### config.mk
export PLATFORM = sky130hd
export DESIGN_NAME = isp_flash_command_encoder
export DESIGN_NICKNAME = d
export VERILOG_FILES = /design/src/ifce_pkg.sv /design/src/ifce_queue.sv /design/src/ifce_front.sv /design/src/ifce_back.sv /design/src/isp_flash_command_encoder.sv
export SDC_FILE = /design/constraint.sdc
export NUM_CORES = 1
export LEC_CHECK = 0
export BUFFER_PORTS_ARGS = -buffer_cell sky130_fd_sc_hd__clkbuf_2
export CAP_MARGIN = 20
export CORE_UTILIZATION = 27
export CTS_CLUSTER_SIZE = 28
export DETAILED_ROUTE_END_ITERATION = 10
export GPL_TIMING_DRIVEN = 1
export PLACE_DENSITY = 0.5
export REMOVE_ABC_BUFFERS = 1
export SLEW_MARGIN = 20
export SYNTH_ARGS = -nofsm -noshare
export SYNTH_HDL_FRONTEND = slang
export SYNTH_HIERARCHICAL = 1
export SYNTH_SLANG_ARGS = --single-unit
### constraint.sdc
create_clock -name i_clk -period 10.5 [get_ports i_clk]
set_input_delay 0 -clock i_clk [delete_from_list [all_inputs] [get_ports i_clk]]
set_output_delay 0 -clock i_clk [all_outputs]
set_load 0.1 [all_outputs]
### src/ifce_pkg.sv
`timescale 1ns / 1ps

package ifce_pkg;

    // Field widths
    localparam int CMD_W      = 3;
    localparam int ADDR_W     = 25;
    localparam int WORD_W     = ADDR_W - 1;
    localparam int DATA_W     = 8;
    localparam int SIG_W      = 2;
    localparam int FRAME_W    = 32;
    localparam int CODE_W     = 2;
    localparam int PAGE_CFG_W = 4;

    // Largest page is 2**MAX_PAGE_LOG2 bytes; the offset field spans that many bits
    localparam int MAX_PAGE_LOG2 = 9;
    localparam int PAGE_BITS     = MAX_PAGE_LOG2;
    localparam logic [PAGE_CFG_W-1:0] PAGE_LOG2_MIN   = PAGE_CFG_W'(1);
    localparam logic [PAGE_CFG_W-1:0] PAGE_LOG2_MAX   = PAGE_CFG_W'(MAX_PAGE_LOG2);
    localparam logic [PAGE_CFG_W-1:0] PAGE_LOG2_RESET = PAGE_CFG_W'(7);

    // Job queue between front and back
    localparam int JOB_DEPTH = 2;
    localparam int JOB_PTR_W = (JOB_DEPTH > 1) ? $clog2(JOB_DEPTH) : 1;
    localparam int JOB_CNT_W = $clog2(JOB_DEPTH + 1);

    // Request codes
    typedef enum logic [CMD_W-1:0] {
        CMD_ENABLE      = 3'd0,
        CMD_SIGNATURE   = 3'd1,
        CMD_READ_BYTE   = 3'd2,
        CMD_WRITE_BYTE  = 3'd3,
        CMD_ERASE       = 3'd4,
        CMD_RESET_CACHE = 3'd5
    } t_cmd;

    // Reply position codes
    localparam logic [CODE_W-1:0] ANS_NONE = 2'd0;
    localparam logic [CODE_W-1:0] ANS_ECHO = 2'd1;
    localparam logic [CODE_W-1:0] ANS_DATA = 2'd2;

    // Wait codes
    localparam logic [CODE_W-1:0] WAIT_NONE  = 2'd0;
    localparam logic [CODE_W-1:0] WAIT_ERASE = 2'd1;
    localparam logic [CODE_W-1:0] WAIT_PAGE  = 2'd2;

    // Instruction bytes
    localparam logic [7:0] OP_PROG_EN    = 8'hAC;
    localparam logic [7:0] OP_ECHO       = 8'h53;
    localparam logic [7:0] OP_SIGNATURE  = 8'h30;
    localparam logic [7:0] OP_ERASE_ARG  = 8'h80;
    localparam logic [7:0] OP_LOAD_EXT   = 8'h4D;
    localparam logic [7:0] OP_READ_HI    = 8'h28;
    localparam logic [7:0] OP_READ_LO    = 8'h20;
    localparam logic [7:0] OP_LOAD_HI    = 8'h48;
    localparam logic [7:0] OP_LOAD_LO    = 8'h40;
    localparam logic [7:0] OP_COMMIT     = 8'h4C;

    typedef struct packed {
        logic [FRAME_W-1:0] word;
        logic [CODE_W-1:0]  answer;
        logic [CODE_W-1:0]  wait_code;
    } t_frame;

    // One request after classification: one frame, optionally a second
    typedef struct packed {
        t_frame f0;
        logic   has_f1;
        t_frame f1;
    } t_job;

    function automatic t_frame make_frame(input logic [7:0] b0, input logic [7:0] b1,
                                          input logic [7:0] b2, input logic [7:0] b3,
                                          input logic [CODE_W-1:0] answer,
                                          input logic [CODE_W-1:0] wait_code);
        t_frame f;
        f.word      = {b0, b1, b2, b3};
        f.answer    = answer;
        f.wait_code = wait_code;
        return f;
    endfunction

endpackage

### src/ifce_queue.sv
`timescale 1ns / 1ps

module ifce_queue (
    input  logic          i_clk,
    input  logic          i_rst_n,
    input  logic          i_push,
    input  ifce_pkg::t_job i_wdata,
    output logic          o_full,
    output logic          o_valid,
    output ifce_pkg::t_job o_rdata,
    input  logic          i_pop
);
    import ifce_pkg::*;

    t_job                 r_mem [JOB_DEPTH];
    logic [JOB_PTR_W-1:0] r_wr_ptr, n_wr_ptr;
    logic [JOB_PTR_W-1:0] r_rd_ptr, n_rd_ptr;
    logic [JOB_CNT_W-1:0] r_count, n_count;
    logic                 do_push, do_pop;

    assign o_full  = (r_count == JOB_CNT_W'(JOB_DEPTH));
    assign o_valid = (r_count != '0);
    assign o_rdata = r_mem[r_rd_ptr];

    assign do_push = i_push && !o_full;
    assign do_pop  = i_pop && o_valid;

    // Pointer and fill count update
    always_comb begin
        n_wr_ptr = r_wr_ptr;
        n_rd_ptr = r_rd_ptr;
        n_count  = r_count;
        if (do_push) begin
            n_wr_ptr = (r_wr_ptr == JOB_PTR_W'(JOB_DEPTH - 1)) ? '0 : r_wr_ptr + 1'b1;
        end
        if (do_pop) begin
            n_rd_ptr = (r_rd_ptr == JOB_PTR_W'(JOB_DEPTH - 1)) ? '0 : r_rd_ptr + 1'b1;
        end
        if (do_push && !do_pop) begin
            n_count = r_count + 1'b1;
        end else if (do_pop && !do_push) begin
            n_count = r_count - 1'b1;
        end
    end

    always_ff @(posedge i_clk) begin
        if (!i_rst_n) begin
            r_wr_ptr <= '0;
            r_rd_ptr <= '0;
            r_count  <= '0;
        end else begin
            r_wr_ptr <= n_wr_ptr;
            r_rd_ptr <= n_rd_ptr;
            r_count  <= n_count;
        end
    end

    // Storage, no reset
    always_ff @(posedge i_clk) begin
        if (do_push) begin
            r_mem[r_wr_ptr] <= i_wdata;
        end
    end

    a_count_bound: assert property (@(posedge i_clk) disable iff (!i_rst_n)
        r_count <= JOB_CNT_W'(JOB_DEPTH))
        else $error("job queue count overflow");

endmodule

### src/ifce_front.sv
`timescale 1ns / 1ps

module ifce_front (
    input  logic                           i_clk,
    input  logic                           i_rst_n,
    input  logic                           i_cfg_valid,
    output logic                           o_cfg_ready,
    input  logic [ifce_pkg::PAGE_CFG_W-1:0] i_cfg_data,
    input  logic                           push,
    output logic                           full,
    input  logic [ifce_pkg::CMD_W-1:0]      i_command,
    input  logic [ifce_pkg::ADDR_W-1:0]     i_byte_address,
    input  logic [ifce_pkg::DATA_W-1:0]     i_data_byte,
    input  logic [ifce_pkg::SIG_W-1:0]      i_signature_index,
    output logic                           o_job_push,
    output ifce_pkg::t_job                  o_job,
    input  logic                           i_job_full
);
    import ifce_pkg::*;

    localparam logic [PAGE_BITS-1:0] PAGE_ONES = '1;

    logic [PAGE_CFG_W-1:0] r_page_log2;
    logic [7:0]            r_ext_cached, n_ext_cached;
    logic                  r_ext_valid, n_ext_valid;

    logic                  accept;
    logic [PAGE_CFG_W-1:0] lg;
    logic [PAGE_BITS-1:0]  mask, off;
    logic [ADDR_W-1:0]     page_base;
    logic [WORD_W-1:0]     wa, pw;
    logic [7:0]            ext;
    logic                  ext_hit, need_ext, page_open, page_close;
    logic [7:0]            rd_op, wr_op;
    t_frame                ext_frame, rd_frame, wr_frame, commit_frame;
    t_job                  job;
    logic                  job_push;

    assign o_cfg_ready = 1'b1;
    assign full        = i_job_full;
    assign accept      = push && !i_job_full;

    // Page size register
    always_ff @(posedge i_clk) begin
        if (!i_rst_n) begin
            r_page_log2 <= PAGE_LOG2_RESET;
        end else if (i_cfg_valid) begin
            r_page_log2 <= i_cfg_data;
        end
    end

    // Page geometry, clamped to the supported range
    always_comb begin
        if (r_page_log2 < PAGE_LOG2_MIN) begin
            lg = PAGE_LOG2_MIN;
        end else if (r_page_log2 > PAGE_LOG2_MAX) begin
            lg = PAGE_LOG2_MAX;
        end else begin
            lg = r_page_log2;
        end
    end

    assign mask      = ~(PAGE_ONES << lg);
    assign off       = i_byte_address[PAGE_BITS-1:0] & mask;
    assign page_base = {i_byte_address[ADDR_W-1:PAGE_BITS],
                        i_byte_address[PAGE_BITS-1:0] & ~mask};
    assign wa        = i_byte_address[ADDR_W-1:1];
    assign pw        = page_base[ADDR_W-1:1];
    // page base and byte address share the bits above the page offset
    assign ext       = wa[23:16];
    assign ext_hit   = r_ext_valid && (ext == r_ext_cached);
    assign page_open  = (off == '0);
    assign page_close = (off == mask);

    assign rd_op = i_byte_address[0] ? OP_READ_HI : OP_READ_LO;
    assign wr_op = i_byte_address[0] ? OP_LOAD_HI : OP_LOAD_LO;

    assign ext_frame    = make_frame(OP_LOAD_EXT, 8'h00, ext, 8'h00, ANS_NONE, WAIT_NONE);
    assign rd_frame     = make_frame(rd_op, wa[15:8], wa[7:0], 8'h00, ANS_DATA, WAIT_NONE);
    assign wr_frame     = make_frame(wr_op, 8'h00, wa[7:0], i_data_byte, ANS_NONE, WAIT_NONE);
    assign commit_frame = make_frame(OP_COMMIT, pw[15:8], pw[7:0], 8'h00,
                                     ANS_NONE, WAIT_PAGE);

    // Classify the request into a job of one or two frames; cache reset and unused codes push none
    always_comb begin
        job          = '0;
        job_push     = 1'b0;
        need_ext     = 1'b0;
        n_ext_cached = r_ext_cached;
        n_ext_valid  = r_ext_valid;
        case (t_cmd'(i_command))
            CMD_ENABLE: begin
                job.f0   = make_frame(OP_PROG_EN, OP_ECHO, 8'h00, 8'h00, ANS_ECHO, WAIT_NONE);
                job_push = 1'b1;
            end
            CMD_SIGNATURE: begin
                job.f0   = make_frame(OP_SIGNATURE, 8'h00, 8'(i_signature_index), 8'h00,
                                      ANS_DATA, WAIT_NONE);
                job_push = 1'b1;
            end
            CMD_READ_BYTE: begin
                need_ext   = !ext_hit;
                job.f0     = need_ext ? ext_frame : rd_frame;
                job.has_f1 = need_ext;
                job.f1     = rd_frame;
                job_push   = 1'b1;
            end
            CMD_WRITE_BYTE: begin
                need_ext   = page_open && !ext_hit;
                job.f0     = need_ext ? ext_frame : wr_frame;
                job.has_f1 = need_ext || page_close;
                job.f1     = need_ext ? wr_frame : commit_frame;
                job_push   = 1'b1;
            end
            CMD_ERASE: begin
                job.f0       = make_frame(OP_PROG_EN, OP_ERASE_ARG, 8'h00, 8'h00,
                                          ANS_NONE, WAIT_ERASE);
                job_push     = 1'b1;
                n_ext_cached = '0;
                n_ext_valid  = 1'b0;
            end
            CMD_RESET_CACHE: begin
                n_ext_cached = '0;
                n_ext_valid  = 1'b0;
            end
            default: begin
            end
        endcase
        if (need_ext) begin
            n_ext_cached = ext;
            n_ext_valid  = 1'b1;
        end
    end

    assign o_job      = job;
    assign o_job_push = accept && job_push;

    // Extended address cache, updated in request order
    always_ff @(posedge i_clk) begin
        if (!i_rst_n) begin
            r_ext_cached <= '0;
            r_ext_valid  <= 1'b0;
        end else if (accept) begin
            r_ext_cached <= n_ext_cached;
            r_ext_valid  <= n_ext_valid;
        end
    end

    a_erase_clears: assert property (@(posedge i_clk) disable iff (!i_rst_n)
        accept && (i_command == CMD_ERASE || i_command == CMD_RESET_CACHE)
        |=> !r_ext_valid && (r_ext_cached == '0))
        else $error("cache not invalidated by erase or reset");

    a_read_loads: assert property (@(posedge i_clk) disable iff (!i_rst_n)
        accept && (i_command == CMD_READ_BYTE) |=> r_ext_valid)
        else $error("cache not valid after read");

endmodule

### src/ifce_back.sv
`timescale 1ns / 1ps

module ifce_back (
    input  logic                        i_clk,
    input  logic                        i_rst_n,
    input  logic                        i_job_valid,
    input  ifce_pkg::t_job               i_job,
    output logic                        o_job_pop,
    output logic                        empty,
    input  logic                        pop,
    output logic [ifce_pkg::FRAME_W-1:0] o_frame_word,
    output logic [ifce_pkg::CODE_W-1:0]  o_answer_position,
    output logic [ifce_pkg::CODE_W-1:0]  o_wait_after,
    output logic                        o_last_frame
);
    import ifce_pkg::*;

    logic   r_sel, n_sel;
    logic   r_out_valid, n_out_valid;
    t_frame r_frame, n_frame;
    logic   r_last, n_last;
    logic   out_take, load, done;

    assign out_take = pop && r_out_valid;
    assign load     = i_job_valid && (!r_out_valid || out_take);

    // Pick the next frame of the head job
    always_comb begin
        if (!r_sel) begin
            n_frame = i_job.f0;
            done    = !i_job.has_f1;
        end else begin
            n_frame = i_job.f1;
            done    = 1'b1;
        end
        n_last = done;

        n_sel = r_sel;
        if (load) begin
            n_sel = !done;
        end

        n_out_valid = r_out_valid;
        if (load) begin
            n_out_valid = 1'b1;
        end else if (out_take) begin
            n_out_valid = 1'b0;
        end
    end

    assign o_job_pop = load && done;

    always_ff @(posedge i_clk) begin
        if (!i_rst_n) begin
            r_sel       <= 1'b0;
            r_out_valid <= 1'b0;
        end else begin
            r_sel       <= n_sel;
            r_out_valid <= n_out_valid;
        end
    end

    // Output register
    always_ff @(posedge i_clk) begin
        if (load) begin
            r_frame <= n_frame;
            r_last  <= n_last;
        end
    end

    assign empty             = !r_out_valid;
    assign o_frame_word      = r_frame.word;
    assign o_answer_position = r_frame.answer;
    assign o_wait_after      = r_frame.wait_code;
    assign o_last_frame      = r_last;

    a_sel_has_job: assert property (@(posedge i_clk) disable iff (!i_rst_n)
        r_sel |-> i_job_valid)
        else $error("second frame pending without a job");

    a_wait_is_last: assert property (@(posedge i_clk) disable iff (!i_rst_n)
        r_out_valid && (r_frame.wait_code != WAIT_NONE) |-> r_last)
        else $error("wait frame is not the last of its request");

endmodule

### src/isp_flash_command_encoder.sv
`timescale 1ns / 1ps

// Serial-programming frame encoder.
// Requests enter through push/full: a transfer happens when push is high and
// full is low. Each request yields zero, one or two 32-bit frames, read through
// empty/pop: the oldest frame sits on o_frame_word and its side fields while
// empty is low, and pop takes it. o_last_frame marks the final frame of a request.
// The page size register is written through i_cfg_valid/o_cfg_ready (always ready)
// and must only change while no request is in flight.
// A request taken through push is written into the job queue and then loaded into
// the output register, where its first frame appears. The back end emits one frame
// per cycle while pop stays high, so the frames of a request go out back to back;
// the front end takes a request each cycle while the two-entry job queue has room.
// When the receiver stalls, the output register and then the job queue fill,
// and full rises; nothing is dropped.
// Reset (synchronous, active low) empties the job queue and the output register,
// sets the page size to 128 bytes and invalidates the extended address cache.
module isp_flash_command_encoder (
    input  logic                           i_clk,
    input  logic                           i_rst_n,
    input  logic                           i_cfg_valid,
    output logic                           o_cfg_ready,
    input  logic [ifce_pkg::PAGE_CFG_W-1:0] i_cfg_data,
    input  logic                           push,
    output logic                           full,
    input  logic [ifce_pkg::CMD_W-1:0]      i_command,
    input  logic [ifce_pkg::ADDR_W-1:0]     i_byte_address,
    input  logic [ifce_pkg::DATA_W-1:0]     i_data_byte,
    input  logic [ifce_pkg::SIG_W-1:0]      i_signature_index,
    output logic                           empty,
    input  logic                           pop,
    output logic [ifce_pkg::FRAME_W-1:0]    o_frame_word,
    output logic [ifce_pkg::CODE_W-1:0]     o_answer_position,
    output logic [ifce_pkg::CODE_W-1:0]     o_wait_after,
    output logic                           o_last_frame
);
    import ifce_pkg::*;

    logic job_push, job_full, job_valid, job_pop;
    t_job job_in, job_head;

    ifce_front u_front (
        .i_clk             (i_clk),
        .i_rst_n           (i_rst_n),
        .i_cfg_valid       (i_cfg_valid),
        .o_cfg_ready       (o_cfg_ready),
        .i_cfg_data        (i_cfg_data),
        .push              (push),
        .full              (full),
        .i_command         (i_command),
        .i_byte_address    (i_byte_address),
        .i_data_byte       (i_data_byte),
        .i_signature_index (i_signature_index),
        .o_job_push        (job_push),
        .o_job             (job_in),
        .i_job_full        (job_full)
    );

    ifce_queue u_queue (
        .i_clk   (i_clk),
        .i_rst_n (i_rst_n),
        .i_push  (job_push),
        .i_wdata (job_in),
        .o_full  (job_full),
        .o_valid (job_valid),
        .o_rdata (job_head),
        .i_pop   (job_pop)
    );

    ifce_back u_back (
        .i_clk             (i_clk),
        .i_rst_n           (i_rst_n),
        .i_job_valid       (job_valid),
        .i_job             (job_head),
        .o_job_pop         (job_pop),
        .empty             (empty),
        .pop               (pop),
        .o_frame_word      (o_frame_word),
        .o_answer_position (o_answer_position),
        .o_wait_after      (o_wait_after),
        .o_last_frame      (o_last_frame)
    );

endmodule

## Word level (Yosys, flattened, before mapping)

Memories as Yosys holds them, arrays and structs flattened. A register that Yosys moved wholly into a read port is not among the register bits.
Cells that the tools add are included.

- Register bits: 56
- RAM bits: 146
- Input bits: 47
- Output and inout port bits: 40
- Word-level logic and storage cells: 88
- Memories: 1

- Add/sub/neg operators: 4
- Order comparisons: 2
- Equal/unequal tests: 8
- Shift operators: 1
- Multiplexer cells: 27
- Bitwise logic cells: 4
- Reductions and logical operators: 29

Memory list:

| memory | depth | width | read ports | clocked after memory_dff | wr ports | line | RTL |
|---|---|---|---|---|---|---|---|
| u_queue.r_mem | 2 | 73 | 1 | 1 | 1 | ifce_queue.sv:15 | `t_job r_mem [JOB_DEPTH];` |

Operator list:

| operator | number |
|---|---|
| case mux 36 bit (5 select lines) | 1 |
| two-way mux 36 bit | 4 |
| case mux 37 bit (2 select lines) | 1 |
| bitwise AND 9 bit | 2 |
| NOT 9 bit | 2 |
| two-way mux 4 bit | 4 |
| two-way mux 8 bit | 2 |
| two-way mux 1 bit | 12 |
| logical AND 1 bit | 11 |
| equality test 9 bit | 1 |
| logical NOT 9 bit | 1 |
| << shifter 9 x 4 -> 9 bit (first input constant) | 1 |
| equality test 8 bit | 1 |
| nonzero test 2 bit | 4 |
| logical NOT 1 bit | 7 |
| equality test 3 x 2 -> 1 bit (second input constant) | 2 |
| equality test 3 bit (second input constant) | 2 |
| OR reduction 5 bit | 1 |
| greater-than comparator 4 bit (second input constant) | 1 |
| less-than comparator 4 x 1 -> 1 bit (second input constant) | 1 |
| two-way mux 2 bit | 2 |
| equality test 3 x 1 -> 1 bit (second input constant) | 1 |
| logical NOT 3 bit | 1 |
| adder 1 bit (second input constant) | 2 |
| other kinds (7) | 8 |

## Logic depth before layout (Yosys ltp)

Gate-level depths: netlist of the first run.

- Depth after elaboration: 11
- Mapped depth: 10
- Gate-level depth less buffers: 10

## Hierarchy

Netlist of the first run, hierarchy kept.

Modules (own cells, without submodules):

| module | times used | cells an instance | area each (um2) | seq. area each (um2) |
|---|---|---|---|---|
| ifce_queue | 1 | 252 | 5,500.3 | 4,484.3 |
| ifce_back | 1 | 91 | 1,726.7 | 1,151.1 |
| ifce_front | 1 | 249 | 1,725.4 | 260.2 |

## Least setup slack after synthesis of the first run

No wires, ideal clock.

- Kind: register -> register
- Start point: register u_queue.r_count[0]
- End point: memory u_queue/r_mem[0][0] (netlist bit) (enable)
- Library setup time: 0.492 ns
- Arrival time: 3.836 ns
- Required time: 10.008 ns
- Slack: 6.171 ns
- Cell stages (with the launch flop): 7
- Path buffers: 0
- Clock period less this slack: 4.329 ns
- Path through: dfxtp_1 nand2b_1 inv_2 nor2b_1 and2_1 inv_1 nor3_2

- Cells in the longest elaborated chain, start to end: 7

RTL lines:

| item | line | RTL |
|---|---|---|
| start: declaration | ifce_queue.sv:18 | `logic [JOB_CNT_W-1:0] r_count, n_count;` |
| start signal: assignment | ifce_queue.sv:54 | `r_count <= n_count;` |
| equality test 2 bit | ifce_queue.sv:21 | `assign o_full = (r_count == JOB_CNT_W'(JOB_DEPTH));` |
| via job_full | isp_flash_command_encoder.sv:39 | `logic job_push, job_full, job_valid, job_pop;` |
| logical NOT 1 bit | ifce_front.sv:41 | `assign accept = push && !i_job_full;` |
| logical AND 1 bit | ifce_front.sv:41 |  |
| logical AND 1 bit | ifce_front.sv:136 | `assign o_job_push = accept && job_push;` |
| via job_push | isp_flash_command_encoder.sv:39 |  |
| logical AND 1 bit | ifce_queue.sv:25 | `assign do_push = i_push && !o_full;` |
| two-way mux 1 bit | ifce_queue.sv:60 | `if (do_push) begin` |
| two-way mux 1 bit (not written as such) | ifce_queue.sv:61 | `r_mem[r_wr_ptr] <= i_wdata;` |
| end: declaration | ifce_queue.sv:15 |  |

The timed path passes the listed nets, and every way through them passes these cells.

==> results of run 1 <==
## final cells by class
type                       count  share of cell area [%]
sequential                   203                    54.2
inverter                      10                   0.345
timing repair buffer         139                    8.74
clock inverter                 9                   0.449
tap                          442                    5.08
multi-input combinational    341                    25.3
clock buffer                  34                    5.87
## cells in the final DEF, fill, tap and decap left out, drive strengths merged, types with 2 or more instances in the layout
cell type and instances:
o21a 3, buf 6, nor3 6, nor2 21
or2 3, mux2i 19, and3 9, nand3 15
o211ai 3, a21o 7, inv 10, nand2 53
o21ai 10, nor2b 6, dfxtp 20, or3 2
a21boi 3, edfxtp 183, and2 10, mux2 111
xnor2 10, clkinv 9, nor4 10, nand2b 4
clkbuf 119, dlygate4sd3 48, a21oi 14, conb 9
## final timing paths
kind / endpoint / cells after the start
setup / recovery: u_queue/r_mem[1][26] / 6
hold / removal: u_queue/r_mem[1][12] / 3
setup reg to reg: u_queue/r_mem[1][26] / 6
hold reg to reg: u_front/r_ext_cached[7] / 2
## registers in the layout, summed over array words and instances, names as in the netlist, named ones only
name,count
u_back/o_answer_position,2
u_back/o_frame_word,32
u_back/o_last_frame,1
u_back/o_wait_after,2
u_back/r_out_valid,1
u_back/r_sel,1
u_front/r_ext_cached,8
u_front/r_ext_valid,1
u_front/r_page_log2,4
u_queue/r_count,2
u_queue/r_mem,146
u_queue/r_rd_ptr,1
u_queue/r_wr_ptr,1
## through the flow
| stage | instances | utilization (%) | power (uW) | worst slack (ns) | instance area [um^2] |
|---|---|---|---|---|---|
| global placement | 1087 | 29.8 | 2330 | 7.53 | 9710 |
| CTS | 1178 | 33.3 | 3100 | 7.44 | 10900 |
| floorplan | 554 | - | 2120 | 5.93 | 8670 |
| detailed placement | 1087 | 29.8 | 2340 | 7.45 | 9710 |
| global route | 1178 | 33.3 | 3180 | 7.20 | 10900 |
| finish | 1178 | 33.3 | 3050 | 7.41 | 10900 |
## layer usage
metal  track usage (%)  wire (um)  part of all wire, %  up-vias
li1                  -          -                    -     2433
met5                 0          0                    0        -
met4              2.80        378                  2.0        0
met1              16.2       9410                   49     2443
met3              2.11        737                  3.8       26
met2              18.7       8660                   45       96
## power groups by stage
stage	clock network [uW]	logic [uW]	registers, uW
2_1_floorplan	0	357	1760
3_3_place_gp	0	1160	1170
3_5_place_dp	0	1160	1180
4_1_cts	758	1180	1160
5_1_grt	784	1220	1180
6_report	733	1160	1160
## cell families (layout without fill, tap and decap cells)
| group | after synthesis | after routing | share of synthesized area, % |
|---|---|---|---|
| xor+xnor | 11 | 11 | 1.08 |
| flops | 203 | 203 | 65.9 |
| mux | 130 | 130 | 17.0 |
| buf+inv | 55 | 192 | 3.89 |
| other cells | 2 | 9 | 0.0839 |
| compound gates | 47 | 47 | 3.47 |
| simple gates | 143 | 143 | 8.53 |
| fa+ha+maj | 1 | 1 | 0.140 |
## timing repair
action,in CTS,in global routing
hold buffers,48,0
setup endpoints to repair,0,0
hold endpoints to repair,120,0
## worst max-delay path, cell delays in order, from the launching register on
cell and delay [ns]:
sky130_fd_sc_hd__dfxtp_1 0.49, sky130_fd_sc_hd__nor2_4 0.26, sky130_fd_sc_hd__a21oi_1 0.09, sky130_fd_sc_hd__a2111o_1 0.59, sky130_fd_sc_hd__nor3_2 0.68, sky130_fd_sc_hd__nand2_1 0.40
sky130_fd_sc_hd__and3_1 0.32
==> impl_summary.txt, run 1 <==
----------------------------------------------------
[Status]
  Status ... finished clean

[Cells and area]
  # diodes ... 0
  Area added between synthesis and finish ... 21.5%
  Area of combinational cells with multiple inputs ... 2750 um^2
  Seq. cell area ... 5900 um^2
  Share of post-route cells with drive strength above 1 ... 33.8%
  Count of filler cells inserted in the layout ... 3250
  Layout net count ... 767

[Synth]
  Share of synthesized flip-flops with an asynchronous set or reset ... 0%
  Number of storage elements in the synthesis netlist ... 203
  Top cell type's share of synthesized area ... 61.4%
  Post-synth top area cell ... sky130_fd_sc_hd__edfxtp_1
  Leading cell type by number of instances after synthesis ... sky130_fd_sc_hd__edfxtp_1
  Synthesized area ... 8950 um^2
  Dominant register cell in the synthesized netlist ... sky130_fd_sc_hd__edfxtp_1
  Syn_area_per_cell ... 15.1 um^2
  Most used standard cells in the synthesized netlist ... sky130_fd_sc_hd__edfxtp_1 (183), sky130_fd_sc_hd__mux2_2 (90), sky130_fd_sc_hd__nand2_1 (52)
  EDFF count, synth ... 183
  Number of warnings issued by yosys ... 6
  Library cells used by synthesis ... 53
  Proportion of synthesized chip area in sequential cells ... 65.9%
  Synthesized instance count ... 592
  Top cells by area in the synthesized netlist ... sky130_fd_sc_hd__edfxtp_1 (61%), sky130_fd_sc_hd__mux2_2 (11%), sky130_fd_sc_hd__dfxtp_1 (4.5%)

[Routing]
  Post-route antenna net violation count ... 0
  Total Wirelength ... 19200 um
  Starting DRC count in detailed routing ... 357
  Routed len/inst ... 16.3 um
  Post-route DRC ... 0
  Detailed-route vias per instance ... 4.24
  Count of TritonRoute iterations in the first routing pass ... 4
  Via Count ... 4998

[Critical path]
  Kind of capture point of the worst setup path ... flop
  Worst-path maximum fanout ... 12
  Worst Path Required ... 10.76 ns
  RR Startpoint ... u_front/r_page_log2[3]
  Flop2flop setup slack ... 7.41 ns
  Type of element launching the critical path ... flop
  Launching instance or port of the critical path ... u_front/r_page_log2[3]
  Kind of critical path ... reg -> reg
  Worst path arrival time ... 3.35 ns

[Global routing]
  Global-route wire length before repair ... 30000 um
  Initial antenna violation count ... 0
  Maximum number of pins on one net before global-route repair ... 74
  Number of global-route vias before repair ... 5163
  Global-route congestion overflow total ... 0
  Total global-route track usage ... 11.6%

[Pwr]
  Pwr/cell area ... 280 nW/um^2
  Net switching share of the total power ... 40.5%
  Worst vdd rail ir drop ... 0.000171 V
  Sequential share of power ... 38.0%
  Internal Pwr Total ... 1810 uW
  Share of power burned in combinational logic ... 37.9%
  Power share of the clock group ... 24.1%
  Reported net switching power ... 1230 uW
  Standby leakage power ... 0.00396 uW

[Clock network]
  Clock transition at the registers of the reported paths ... 0.06 ns
  Number of levels in the clock H-tree ... 1
  Number of clock buffers inserted by TritonCTS ... 24
  Gates resized, CTS repair ... 0
  Post-CTS setup repair buffer count ... 0
  Later-pin clock latency in the skew report ... 0.52 ns
  Deepest clock path buffer count ... 3
  Clock tree from TritonCTS ... yes
  CTS Root Buffer Type ... sky130_fd_sc_hd__clkbuf_16
  TritonCTS Sinks ... 203

[Timing]
  Final slew viol count ... 0
  Max frequency ... 0.324 GHz
  Accumulated negative setup slack ... 0 ns
  Minimum clock period ... 3.09 ns
  Hold slack final ... 0.0179 ns
  Setup repair after global routing missed its margin ... false
  Period Utilization, post-route ... 29.4%
  Number of setup violations in the final report ... 0
  Headroom to the max-slew limit ... 28.4%
  Fin. Hold Viols ... 0
  Slew @ Worst Pin ... 1.07 ns
  Clock tree skew after final layout ... 0.0109 ns

[Floorplanning]
  Width of the die ... 184 um
  Rows ... 66
  Die height ... 184 um
  Number of I/O pins ... 87
  Floorplan Core Area ... 32600 um^2
  Starting Density ... 27.4%
  Die Footprint ... 33900 um^2

[Min path]
  Worst hold path startpoint ... i_byte_address[1]
  Hold Path Class ... in -> reg

[Place]
  Final GP Congestion ... 0.761
  Number of buffer cells added on primary ports ... 85
  Hpwl dp ... 11600 um

[Run]
  Max-cap violations ... 0

----------------------------------------------------
Power figures use the tool's default switching activity.
==> run 2: changes to the inputs <==
- clock period: 10.5 -> 3 ns (I/O delays scaled with it)
==> run 2 against run 1 <==
  * Clock power rose to 3.8 times the previous value
  * Final cell count about the same
  * Sequential share of layout area fell by 0.47 points
  * Worst setup slack lost 7.1 ns
  * Critical path depth unchanged
  * Utilization increased by 0.29 points
  * Routed wire length increased by 0.41%
  * Maximum frequency is 15% higher
==> impl_summary.txt, run 2 (same netlist as run 1, synthesis figures left out) <==
----------------------------------------------------
[Status]
  Status ... finished clean

[Clock network]
  Clock transition at the registers of the reported paths ... 0.06 ns
  Number of levels in the clock H-tree ... 1
  Clock tree from TritonCTS ... yes
  TritonCTS Sinks ... 203
  Deepest clock path buffer count ... 3
  CTS Root Buffer Type ... sky130_fd_sc_hd__clkbuf_16
  Number of clock buffers inserted by TritonCTS ... 23
  Later-pin clock latency in the skew report ... 0.50 ns

[Routing]
  Detailed-route vias per instance ... 4.34
  Routed len/inst ... 16.4 um
  Count of TritonRoute iterations in the first routing pass ... 5
  Starting DRC count in detailed routing ... 279
  Via Count ... 5103
  Post-route antenna net violation count ... 0
  Post-route DRC ... 0
  Total Wirelength ... 19300 um

[Run]
  Max-cap violations ... 0

[Place]
  Number of buffer cells added on primary ports ... 85
  Final GP Congestion ... 0.767
  Hpwl dp ... 11600 um
  Standard cell area after detailed placement ... 9770 um^2

[Critical path]
  Crit-path cells ... nor2_4, a21oi_1, a2111o_1, nor3_2, nand2_1, and3_1
  Number of cells on the critical path ... 6
  Launching instance or port of the critical path ... u_front/r_page_log2[3]
  RR Startpoint ... u_front/r_page_log2[3]
  Worst path arrival time ... 2.93 ns
  Worst-path maximum fanout ... 12
  Type of element launching the critical path ... flop
  Worst flop-to-flop path endpoint ... u_queue/r_mem[0][27]
  Kind of capture point of the worst setup path ... flop
  Cell with the biggest individual delay on the critical path ... sky130_fd_sc_hd__a2111o_1
  End of the critical path ... u_queue/r_mem[0][27]
  Reg2Reg Depth ... 6
  Crit path buffers/inverters ... 0
  Largest stage delay, worst path ... 0.58 ns
  Flop2flop setup slack ... 0.31 ns
  Kind of critical path ... reg -> reg
  Worst Path Required ... 3.25 ns
  Gate family responsible for the most delay along the worst path ... simple AND/OR/NAND/NOR gates

[Cells and area]
  Highest-count cells in the layout ignoring fill and taps ... sky130_fd_sc_hd__edfxtp_1 (183), sky130_fd_sc_hd__mux2_2 (90), sky130_fd_sc_hd__clkbuf_2 (85)
  Layout net count ... 768
  # diodes ... 0
  Most frequent standard cell in the layout excluding fill and tap cells ... sky130_fd_sc_hd__edfxtp_1
  Post-layout instance area ... 11000 um^2
  Largest register by flop count ... u_queue/r_mem
  Area added between synthesis and finish ... 22.6%
  Count of filler cells inserted in the layout ... 3233
  Share of post-route cells with drive strength above 1 ... 35.1%
  Number of flip-flops under the largest register name ... 146

[Floorplanning]
  Rows ... 66
  Width of the die ... 184 um
  Floorplan Core Area ... 32600 um^2
  Number of I/O pins ... 87
  Die height ... 184 um
  Die Footprint ... 33900 um^2
  Starting Density ... 27.4%

[Timing]
  Max frequency ... 0.372 GHz
  Final slew viol count ... 0
  Period Utilization, post-route ... 89.6%
  Fin. Hold Viols ... 0
  Headroom to the max-slew limit ... 39.7%
  Clock tree skew after final layout ... 0.0132 ns
  Setup repair after global routing missed its margin ... false
  Number of setup violations in the final report ... 0
  Slew @ Worst Pin ... 0.904 ns
  Accumulated negative setup slack ... 0 ns
  Minimum clock period ... 2.69 ns

[Global routing]
  Maximum number of pins on one net before global-route repair ... 74
  Total global-route track usage ... 11.5%
  Global-route wire length before repair ... 29600 um
  Initial antenna violation count ... 0
  Global-route congestion overflow total ... 0
  Number of global-route vias before repair ... 5057

[Pwr]
  Pwr/cell area ... 989 nW/um^2
  Worst vdd rail ir drop ... 0.000592 V
  Standby leakage power ... 0.00401 uW
  Pwr Total ... 10900 uW

[Min path]
  Hold Path Class ... in -> reg
  Worst hold path startpoint ... i_rst_n

----------------------------------------------------
==> run 2: per-layer routing <==
metal	vias to the layer above	wire length (um)	GRT usage [%]
li1	2439	-	-
met4	0	451	3.13
met3	26	788	2.11
met1	2515	9220	15.9
met2	123	8810	18.3
met5	-	0	0
==> run 2: worst min-delay path by stage <==
stage	end	slack, ns	depth (start not counted)
floorplan	u_front/r_page_log2[0]	0.06	1
global placement	u_front/r_page_log2[1]	0.24	3
detailed placement	u_front/r_page_log2[2]	0.23	3
CTS	u_front/r_page_log2[0]	0.001	2
global route	u_front/r_page_log2[0]	0.04	2
finish	u_front/r_page_log2[0]	0.03	2
==> run 2: where the power goes <==
group	internal, uW	switching (uW)	total, uW
Sequential	3880	164	4040
Combinational	1010	3060	4070
Clock	1660	1090	2750
==> run 2: repair_timing <==
item / CTS / global route
buffers inserted: 0 / 0
endpoints found under the hold margin: 118 / 0
hold buffers: 47 / 0
gates resized for setup: 0 / 0
==> run 2: area by class of cell <==
| type | count | area, um^2 | share of cell area, % |
|---|---|---|---|
| clock buffer | 27 | 591 | 5.38 |
| clock inverter | 13 | 141 | 1.29 |
| inverter | 10 | 37.5 | 0.342 |
| multi-input combinational | 341 | 2750 | 25.1 |
| sequential | 203 | 5900 | 53.8 |
| tap | 442 | 553 | 5.04 |
| timing repair buffer | 141 | 1000 | 9.12 |
==> run 2: through the flow <==
| stage | util [%] | instances | setup WS (ns) | hold slack, ns |
|---|---|---|---|---|
| after floorplan | - | 554 | -1.57 | 0.0619 |
| after global placement | 30.0 | 1090 | 0.439 | 0.236 |
| after detailed placement | 30.0 | 1090 | 0.372 | 0.230 |
| after CTS | 33.6 | 1177 | 0.346 | 0.00116 |
| after global routing | 33.6 | 1177 | 0.140 | 0.0437 |
| final | 33.6 | 1177 | 0.313 | 0.0252 |
==> run 3: changes to the inputs <==
- PLACE_DENSITY: 0.5 -> unset
- PLACE_DENSITY_LB_ADDON: unset -> 0.15
- SKIP_CTS_REPAIR_TIMING: unset -> 1
==> run 3 against run 2 <==
  * The run now ends with negative hold slack left
  * Sequential share of layout area increased by 0.18 points
  * Critical path depth unchanged
  * Combinational power increased by 2%
  * Routed wire length increased by 4.4%
  * Non-clock buffer count decreased by 1
  * Sequential power about the same
  * Die area unchanged
  * Register-to-register slack improved by 0.15 ns
  * Via count increased by 0.49%
  * Final cell count unchanged
  * First-iteration DRC count increased by 17%
  * Total power decreased by 0.86%
  * Critical path type unchanged
==> impl_summary.txt, run 3 (same netlist as run 1, synthesis figures left out) <==
----------------------------------------------------
[Status]
  Status ... finished, violations left
  Violations in the final reports ... negative hold slack

[Run]
  Max-cap violations ... 0

[Critical path]
  Reg2Reg Depth ... 6
  Worst-path maximum fanout ... 12
  Flop2flop setup slack ... 0.46 ns
  Worst Path Required ... 3.34 ns
  Worst path arrival time ... 2.88 ns
  Kind of critical path ... reg -> reg
  Kind of capture point of the worst setup path ... flop
  RR Startpoint ... u_front/r_page_log2[3]
  End of the critical path ... u_queue/r_mem[0][51]
  Worst flop-to-flop path endpoint ... u_queue/r_mem[0][51]
  Launching instance or port of the critical path ... u_front/r_page_log2[3]
  Type of element launching the critical path ... flop

[Place]
  Number of buffer cells added on primary ports ... 85
  Hpwl dp ... 13000 um
  Final GP Congestion ... 0.827

[Routing]
  Detailed-route vias per instance ... 4.36
  Post-route antenna net violation count ... 0
  Starting DRC count in detailed routing ... 327
  Via Count ... 5128
  Count of TritonRoute iterations in the first routing pass ... 6
  Post-route DRC ... 0
  Routed len/inst ... 17.1 um
  Total Wirelength ... 20100 um

[Cells and area]
  Seq. cell area ... 5900 um^2
  Number of flip-flops under the largest register name ... 146
  Area added between synthesis and finish ... 22.2%
  Count of filler cells inserted in the layout ... 3182
  Layout net count ... 768
  Area of combinational cells with multiple inputs ... 2750 um^2
  Share of post-route cells with drive strength above 1 ... 35.0%
  Most frequent standard cell in the layout excluding fill and tap cells ... sky130_fd_sc_hd__edfxtp_1
  # diodes ... 0
  Highest-count cells in the layout ignoring fill and taps ... sky130_fd_sc_hd__edfxtp_1 (183), sky130_fd_sc_hd__mux2_2 (90), sky130_fd_sc_hd__clkbuf_2 (85)
  Largest register by flop count ... u_queue/r_mem

[Timing]
  Setup repair after global routing missed its margin ... false
  Hold slack final ... -0.0197 ns
  Max frequency ... 0.394 GHz
  Headroom to the max-slew limit ... 33.9%
  Number of setup violations in the final report ... 0
  Slew @ Worst Pin ... 0.985 ns
  Period Utilization, post-route ... 84.6%
  Fin. Hold Viols ... 7
  Minimum clock period ... 2.54 ns
  Final slew viol count ... 0
  Clock tree skew after final layout ... 0.0106 ns

[Global routing]
  Grt met3 use ... 1.86%
  Total global-route track usage ... 11.9%
  Global-route wire length before repair ... 30400 um
  Maximum number of pins on one net before global-route repair ... 73
  Global Route met1 Usage ... 15.9%
  Initial antenna violation count ... 0
  Global routing usage on met2 ... 19.7%
  Number of global-route vias before repair ... 5251
  Global-route congestion overflow total ... 0
  GRT busiest layer ... met2

[Clock network]
  CTS Root Buffer Type ... sky130_fd_sc_hd__clkbuf_16
  Clock transition at the registers of the reported paths ... 0.05 ns
  Number of clock buffers inserted by TritonCTS ... 24
  Clock tree from TritonCTS ... yes
  TritonCTS Sinks ... 203
  Number of levels in the clock H-tree ... 1
  Later-pin clock latency in the skew report ... 0.52 ns
  Deepest clock path buffer count ... 3

[Pwr]
  Pwr Total ... 10800 uW
  Standby leakage power ... 0.00400 uW
  Worst vdd rail ir drop ... 0.000461 V
  Reported net switching power ... 4360 uW
  Power share of the clock group ... 23.7%
  Pwr/cell area ... 984 nW/um^2
  Sequential share of power ... 37.6%
  Internal Pwr Total ... 6400 uW
  Net switching share of the total power ... 40.5%
  Share of power burned in combinational logic ... 38.7%

[Floorplanning]
  Floorplan Core Area ... 32600 um^2
  Width of the die ... 184 um
  Starting Density ... 27.4%
  Rows ... 66
  Die height ... 184 um
  Die Footprint ... 33900 um^2
  Number of I/O pins ... 87

[Min path]
  Hold Path Class ... in -> reg

----------------------------------------------------
run 3: worst min path at each step:
| stage | startpoint | to | slack [ns] | cells after the start |
|---|---|---|---|---|
| after floorplan | i_rst_n | u_front/r_page_log2[0] | 0.06 | 1 |
| after global placement | i_cfg_data[0] | u_front/r_page_log2[0] | 0.22 | 3 |
| after detailed placement | i_cfg_data[0] | u_front/r_page_log2[0] | 0.23 | 3 |
| after CTS | i_cfg_data[0] | u_front/r_page_log2[0] | -0.31 | 3 |
| after global routing | i_rst_n | u_front/r_page_log2[2] | 0.007 | 2 |
| final | i_rst_n | u_front/r_page_log2[2] | -0.02 | 2 |
run 3: area by class of cell:
| class | instances | share of cell area, % |
|---|---|---|
| flip-flops and latches | 203 | 53.9 |
| multi-input cells | 341 | 25.2 |
| clock buffers | 30 | 5.70 |
| inverters | 10 | 0.343 |
| well taps | 442 | 5.06 |
| repair buffers | 140 | 9.29 |
| clock inverters | 11 | 0.515 |
run 3: per-stage QoR:
step | setup slack [ns] | setup TNS (ns) | instances | utilization, % | area [um^2]
after detailed placement | 0.472 | 0 | 1095 | 30.2 | 9850
final | 0.462 | 0 | 1177 | 33.5 | 10900
after floorplan | -1.57 | -144.12 | 554 | - | 8670
after global placement | 0.574 | 0 | 1095 | 30.2 | 9850
after CTS | 0.451 | 0 | 1136 | 32.3 | 10500
after global routing | 0.313 | 0 | 1177 | 33.5 | 10900
run 3: critical path: stages, from the launching register on:
cell and delay, ns:
sky130_fd_sc_hd__dfxtp_1 0.48, sky130_fd_sc_hd__nor2_4 0.25, sky130_fd_sc_hd__a21oi_1 0.09, sky130_fd_sc_hd__a2111o_1 0.60, sky130_fd_sc_hd__o21a_1 0.44, sky130_fd_sc_hd__nor2_8 0.25, sky130_fd_sc_hd__mux2i_1 0.26
run 3: per-layer routing:
metal / wire length [um] / up-vias
li1: - / 2433
met1: 9250 / 2546
met2: 9610 / 118
met3: 792 / 31
met4: 471 / 0
met5: 0 / -
run 3: power by group through the flow:
stage               Sequential, uW  Clock, uW  Combinational, uW
global route                  4110       2740               4390
detailed placement            4120          0               4190
global placement              4100          0               4160
floorplan                     6170          0               1250
CTS                           4070       2640               4200
finish                        4050       2550               4160
